===== config.mk =====
export PLATFORM = sky130hd
export DESIGN_NAME = efb_sqrt
export DESIGN_NICKNAME = d
export VERILOG_FILES = /design/src/rtl/efb_sqrt.sv
export SDC_FILE = /design/constraint.sdc
export NUM_CORES = 2
export LEC_CHECK = 0
export BUFFER_PORTS_ARGS = -buffer_cell sky130_fd_sc_hd__buf_2
export CORE_AREA = 2 2 415 417
export DETAILED_ROUTE_END_ITERATION = 7
export DIE_AREA = 0 0 417 419
export GPL_ROUTABILITY_DRIVEN = 1
export PLACE_DENSITY = 0.72
export SYNTH_ARGS = -nofsm -noshare
export SYNTH_HDL_FRONTEND = slang
export SYNTH_SLANG_ARGS = --single-unit
export TNS_END_PERCENT = 100

===== constraint.sdc =====
create_clock -name i_clk -period 4.5 [get_ports i_clk]
set_clock_uncertainty 0.1 [all_clocks]
set_input_delay 0.45 -clock i_clk [delete_from_list [all_inputs] [get_ports i_clk]]
set_output_delay 0.45 -clock i_clk [all_outputs]
set_load 0.005 [all_outputs]

===== src/rtl/efb_sqrt.sv =====
// Pipelined integer square root, one root bit per register stage.
// No package dependency; a side word travels alongside each radicand.
`timescale 1ns / 1ps

module efb_sqrt #(
    parameter int QW = 29,
    parameter int TW = 1
) (
    input  logic            i_clk,
    input  logic            i_rst_n,
    input  logic            i_vld,
    input  logic [2*QW-1:0] i_rad,
    input  logic [TW-1:0]   i_tag,
    output logic            o_vld,
    output logic [QW-1:0]   o_root,
    output logic [TW-1:0]   o_tag
);

    localparam int RMW = QW + 3;

    wire            w_vld  [0:QW];
    wire [RMW-1:0]  w_rem  [0:QW];
    wire [QW-1:0]   w_root [0:QW];
    wire [2*QW-1:0] w_rad  [0:QW];
    wire [TW-1:0]   w_tag  [0:QW];

    assign w_vld[0]  = i_vld;
    assign w_rem[0]  = '0;
    assign w_root[0] = '0;
    assign w_rad[0]  = i_rad;
    assign w_tag[0]  = i_tag;

    for (genvar k = 0; k < QW; k++) begin : g_stage
        logic            r_vld;
        logic [RMW-1:0]  r_rem;
        logic [QW-1:0]   r_root;
        logic [2*QW-1:0] r_rad;
        logic [TW-1:0]   r_tag;
        logic [RMW-1:0]  n_rem;
        logic [QW-1:0]   n_root;
        logic [RMW-1:0]  w_try;
        logic [RMW-1:0]  w_trial;

        always_comb begin
            w_try   = {w_rem[k][RMW-3:0], w_rad[k][2*QW-1 -: 2]};
            w_trial = RMW'({w_root[k], 2'b01});
            if (w_try >= w_trial) begin
                n_rem  = w_try - w_trial;
                n_root = {w_root[k][QW-2:0], 1'b1};
            end else begin
                n_rem  = w_try;
                n_root = {w_root[k][QW-2:0], 1'b0};
            end
        end

        always_ff @(posedge i_clk) begin
            if (!i_rst_n) begin
                r_vld <= 1'b0;
            end else begin
                r_vld <= w_vld[k];
            end
            r_rem  <= n_rem;
            r_root <= n_root;
            r_rad  <= w_rad[k] << 2;
            r_tag  <= w_tag[k];
        end

        assign w_vld[k+1]  = r_vld;
        assign w_rem[k+1]  = r_rem;
        assign w_root[k+1] = r_root;
        assign w_rad[k+1]  = r_rad;
        assign w_tag[k+1]  = r_tag;
    end

    assign o_vld  = w_vld[QW];
    assign o_root = w_root[QW];
    assign o_tag  = w_tag[QW];

endmodule


Word level (Yosys, flattened, before mapping)

Index checks and enable logic that the tools add are counted.

Register bits after elaboration: 2118
Input port bits: 62
Output and inout bits: 31

Add/sub/neg operators: 28
Order comparisons: 29
Muxes and demuxes: 57

Operator list:

| operator                                     | count |
|---|---|
| two-way mux 30 bit                           | 27 |
| greater-or-equal comparator 32 x 10 -> 1 bit | 1 |
| greater-or-equal comparator 32 x 11 -> 1 bit | 1 |
| greater-or-equal comparator 32 x 12 -> 1 bit | 1 |
| greater-or-equal comparator 32 x 13 -> 1 bit | 1 |
| greater-or-equal comparator 32 x 14 -> 1 bit | 1 |
| greater-or-equal comparator 32 x 15 -> 1 bit | 1 |
| greater-or-equal comparator 32 x 16 -> 1 bit | 1 |
| greater-or-equal comparator 32 x 17 -> 1 bit | 1 |
| greater-or-equal comparator 32 x 18 -> 1 bit | 1 |
| greater-or-equal comparator 32 x 19 -> 1 bit | 1 |
| greater-or-equal comparator 32 x 20 -> 1 bit | 1 |
| greater-or-equal comparator 32 x 21 -> 1 bit | 1 |
| greater-or-equal comparator 32 x 22 -> 1 bit | 1 |
| greater-or-equal comparator 32 x 23 -> 1 bit | 1 |
| greater-or-equal comparator 32 x 24 -> 1 bit | 1 |
| greater-or-equal comparator 32 x 25 -> 1 bit | 1 |
| greater-or-equal comparator 32 x 26 -> 1 bit | 1 |
| greater-or-equal comparator 32 x 27 -> 1 bit | 1 |
| greater-or-equal comparator 32 x 28 -> 1 bit | 1 |
| greater-or-equal comparator 32 x 29 -> 1 bit | 1 |
| greater-or-equal comparator 32 x 3 -> 1 bit  | 1 |
| greater-or-equal comparator 32 x 30 -> 1 bit | 1 |
| greater-or-equal comparator 32 x 4 -> 1 bit  | 1 |
| 36 further kinds                             | 64 |

Depth between registers and ports, before layout

Depth after elaboration: 2
Mapped depth: 14
Gate-level depth less buffers: 12

Worst setup path after synthesis

OpenSTA, ideal clock, no wires.

Path kind: register to register
Start point: register g_stage[25].r_root[4]
End point: register g_stage[26].r_rem[12]
Arrival time: 3.085 ns
Setup slack: 1.194 ns
Cell stages (with the launch flop): 13
Clock period less this slack: 3.306 ns
Path through: dfxtp_1 -> inv_1 -> ha_1 -> nand3_1 -> a21boi_0 -> o31ai_1 -> o311ai_0 -> nor2_1 -> o21ai_0 -> a211o_1 -> clkbuf_1 -> clkbuf_1 -> mux2_2

Longest elaborated chain between the ends: 2
Elaborated cells between the ends (all ways): 3

Ends and longest elaborated chain:

| element                                                                                             | RTL line | source |
|---|---|---|
| from (decl)                                                                                         | 36       | `logic [QW-1:0] r_root;` |
| from (signal assigned)                                                                              | 63       | `r_root <= n_root;` |
| subtractor 30 x 28 -> 30 bit / greater-or-equal comparator 32 x 28 -> 1 bit (equally long branches) | 48, 47   |  |
| two-way mux 30 bit (*)                                                                              | 47       | `if (w_try >= w_trial) begin` |
| via g_stage[26].n_rem[12]                                                                           | 39       | `logic [RMW-1:0] n_rem;` |
| to (signal assigned)                                                                                | 62       | `r_rem <= n_rem;` |
| to (decl)                                                                                           | 35       | `logic [RMW-1:0] r_rem;` |

Mark *: on every way through the listed nets, which the timed path passes. The rest lies on a longest branch.
A chain may end at the register's enable or synchronous reset.

Worst setup path in the final report

Start point: register g_stage[11].r_rem[19]
End point: register g_stage[12].r_rem[23]

Longest elaborated chain between the ends: 2
Elaborated cells between the ends (all ways): 3

Ends and longest elaborated chain:

| element                                                                                             | RTL line |
|---|---|
| from (decl)                                                                                         | 35 |
| from (signal assigned)                                                                              | 62 |
| subtractor 30 x 14 -> 30 bit / greater-or-equal comparator 32 x 14 -> 1 bit (equally long branches) | 48, 47 |
| two-way mux 30 bit (*)                                                                              | 47 |
| via g_stage[12].n_rem[23]                                                                           | 39 |
| to (signal assigned)                                                                                | 62 |
| to (decl)                                                                                           | 35 |

Marked as above.

==> metrics <==
outcome=finished, final reports clean; Synth top area share=0.554; ys flop type=dfxtp_1; WP data required=a little over 5 ns; I/O pin count=between 90 and 100; Pwr Total=between 50 and 60 mW; row count=152; CTS root buf=clkbuf_16; clk_lat worst skew=about 0.85 ns; period utilization=0.835; placed wire-length estimate=~110 mm; first-pass GRT wire length=roughly 250 mm; Netlist Area Pre-Place=76100 um^2; # diodes=0; initial antenna violation count=2; Final Hold Fails=0; worst-path fanout max=28; number of post-CTS setup repair buffers=0; First-pass DRT Iterations=5; CTS Hold Bufs=63; Core Region=about 170000 um^2; critical path buffer and inverter count=1; Pwr Density=approximately 580 nW/um^2; Avg Vias per Cell=between 5 and 6; post-route ant nets=0; crit-path cells=or4_1 > or4_1 > nor4_1 > o311ai_2 > a211o_1 > o41ai_4 > buf_4 > or4_1 > nor4_1 > xor2_1; syn nets=7927; CP Class=register to register; Initial Util=0.446; Post-Syn Area per Cell=about 10 um^2; largest net degree at the start of global routing=52; Setup-failing EPs final=0; Layout Nets=between 8k and 9k; Slew HR=0.233; via count=around 51k; Sum Neg Setup Slack=0 ns; Hold WS=roughly 0.14 ns; drc violations=0; RePlAce Congestion=between 0.9 and 1; final wirelength=~150 mm; Worst path slowest cell=nor4_1; Max Root-Sink Buffers=3; H-tree depth=4; cell type with the highest aggregate area in the netlist=dfxtp_1; Post-Synthesis Cells=about 7.4k; Tot GR Track Use=0.173; Die Span Y=~420 um; sequential element share of the synthesized area=0.554; most numerous cell on the critical path=or4_1; crit path time final=roughly 3.8 ns; Port Buffers=a little over 90; top cell family by delay on the critical path=simple AND/OR/NAND/NOR gates; Leakage=around 41 nW; Die Wd=approximately 420 um; number of synthesized flops with an enable pin=0; top post-synthesis cells by area=dfxtp_1, ha_1, xnor2_1; layout cells sized above 1=0.0782; startpoint types=register; CP arrival=4.36 ns; flop2flop setup slack=0.74 ns; max-slew violation count=0; Max-Cap Viols=0; post-synthesis async set-or-reset flop share=0; Tightest Pin Transition=around 1.1 ns; vias in the first global route=49.9k; Seq cells post-synth=2103; Setup crit end kind=register; Area Growth Syn to Fin=14.3%; clk slew on worst S/H paths=roughly 0.06 ns; Hold Crit Class=primary input to register; Netlist cell types=between 80 and 90; Cell Area, Placed=around 80000 um^2; CTS sink cnt=2103; total CTS buffers=205; Iter 0 DRT Violations=3272; GR Overflow Total=0; YS warnings=0; final instance area=86900 um^2; CP max stage delay=0.57 ns; Max VDD drop=0.000382 V; die area=between 150000 and 200000 um^2; WL/cell=around 15 um; CTS tree=yes; # resized after CTS=0; fmax=roughly 270 MHz; RSZ-0062 raised after global routing=no
[power by group]
| part | switching [mW] | internal, mW |
|---|---|---|
| logic | 4.51 | 3.84 |
| registers | 2.38 | 21.7 |
| clock network | 7.13 | 10.6 |
| total | 14.0 | 36.2 |
[cell usage in the layout, fill, tap and decap left out, drive strengths merged, types with 51 or more instances in the layout]
cell / synthesis / final
nand2: 476 / 476
nand3: 124 / 124
or3: 74 / 74
dfxtp: 2103 / 2103
buf: 10 / 123
and2: 51 / 51
a21o: 204 / 204
nor3: 166 / 166
o21a: 76 / 76
nor2: 434 / 434
nor4: 107 / 107
inv: 590 / 601
nand2b: 91 / 91
ha: 466 / 466
mux2: 82 / 82
o31ai: 52 / 52
dlygate4sd3: 0 / 63
clkbuf: 137 / 284
nand4: 88 / 88
xnor2: 360 / 360
o21ai: 357 / 357
nor2b: 71 / 71
xor2: 295 / 295
a21oi: 460 / 460
[kinds of logic after synthesis]
family	after synthesis	share of synthesized area
adder cells (fa/ha/maj)	466	0.0767
XOR/XNOR	655	0.0754
other	1	0.0000493
multiplexers	93	0.0136
AO/OA/AOI/OAI	1460	0.120
buffers and inverters	738	0.0367
AND/OR/NAND/NOR	1883	0.124
flip-flops	2103	0.554
[flip-flops by register name, summed over array words and instances (netlist names)]
signal	flops
g_stage.r_rad	812
g_stage.r_rem	798
g_stage.r_root	406
g_stage.r_tag	28
g_stage.r_vld	28
o_root	29
o_tag	1
o_vld	1
[synthesized netlist by cell type, types with 8 or more instances]
cell type,instances
a2111oi_0,15
a211o_1,8
a211oi_1,32
a21boi_0,21
a21o_1,204
a21oi_1,460
a311o_1,8
a311oi_1,12
a31o_2,12
a31oi_1,38
and2_1,49
and3_1,33
and4_1,12
clkbuf_1,137
dfxtp_1,2103
ha_1,466
inv_1,590
mux2_2,82
mux2i_1,11
nand2_1,475
nand2b_1,91
nand3_1,124
nand3b_1,19
nand4_1,88
nand4b_1,16
nor2_1,433
nor2b_1,71
nor3_1,165
nor3b_1,10
nor4_1,107
nor4b_1,13
o2111ai_1,14
o211ai_1,25
o21a_1,76
o21ai_0,355
o21bai_1,40
o31ai_1,52
o41ai_1,8
or2_2,26
or3_1,73
or4_1,48
xnor2_1,360
xor2_1,295
[final cells by class]
type	instances	area, um^2
timing repair buffer	186	1320
sequential	2103	42100
multi-input combinational	4558	31300
clock inverter	88	1340
clock buffer	284	5860
fill	14965	83700
inverter	591	2220
tap	2233	2790
[final timing paths]
kind                                         endpoint                   from  cells past startpoint
worst max-delay path            g_stage[12].r_rem[23]  g_stage[11].r_rem[19]                     10
worst min register to register  g_stage[11].r_rad[35]  g_stage[10].r_rad[33]                      0
worst min-delay path             g_stage[0].r_rad[45]              i_rad[43]                      2
worst max register to register  g_stage[12].r_rem[23]  g_stage[11].r_rem[19]                     10
[stage by stage]
step                instances  utilization  setup WS [ns]
finish                  10043        0.509          0.744
CTS                     10043        0.509          0.793
detailed placement       9608        0.464          0.795
global placement         9608        0.464          0.919
floorplan                7399            -           1.19
global route            10043        0.509          0.328
[metal layers]
metal / routed length, um / vias up / track usage
met5: 0 / - / 0
met4: 5750 / 0 / 0.0744
met3: 6640 / 357 / 0.0285
met2: 71100 / 1148 / 0.289
met1: 70000 / 23569 / 0.220
li1: - / 25839 / -
Note: power is estimated with default switching activity, not from simulation.
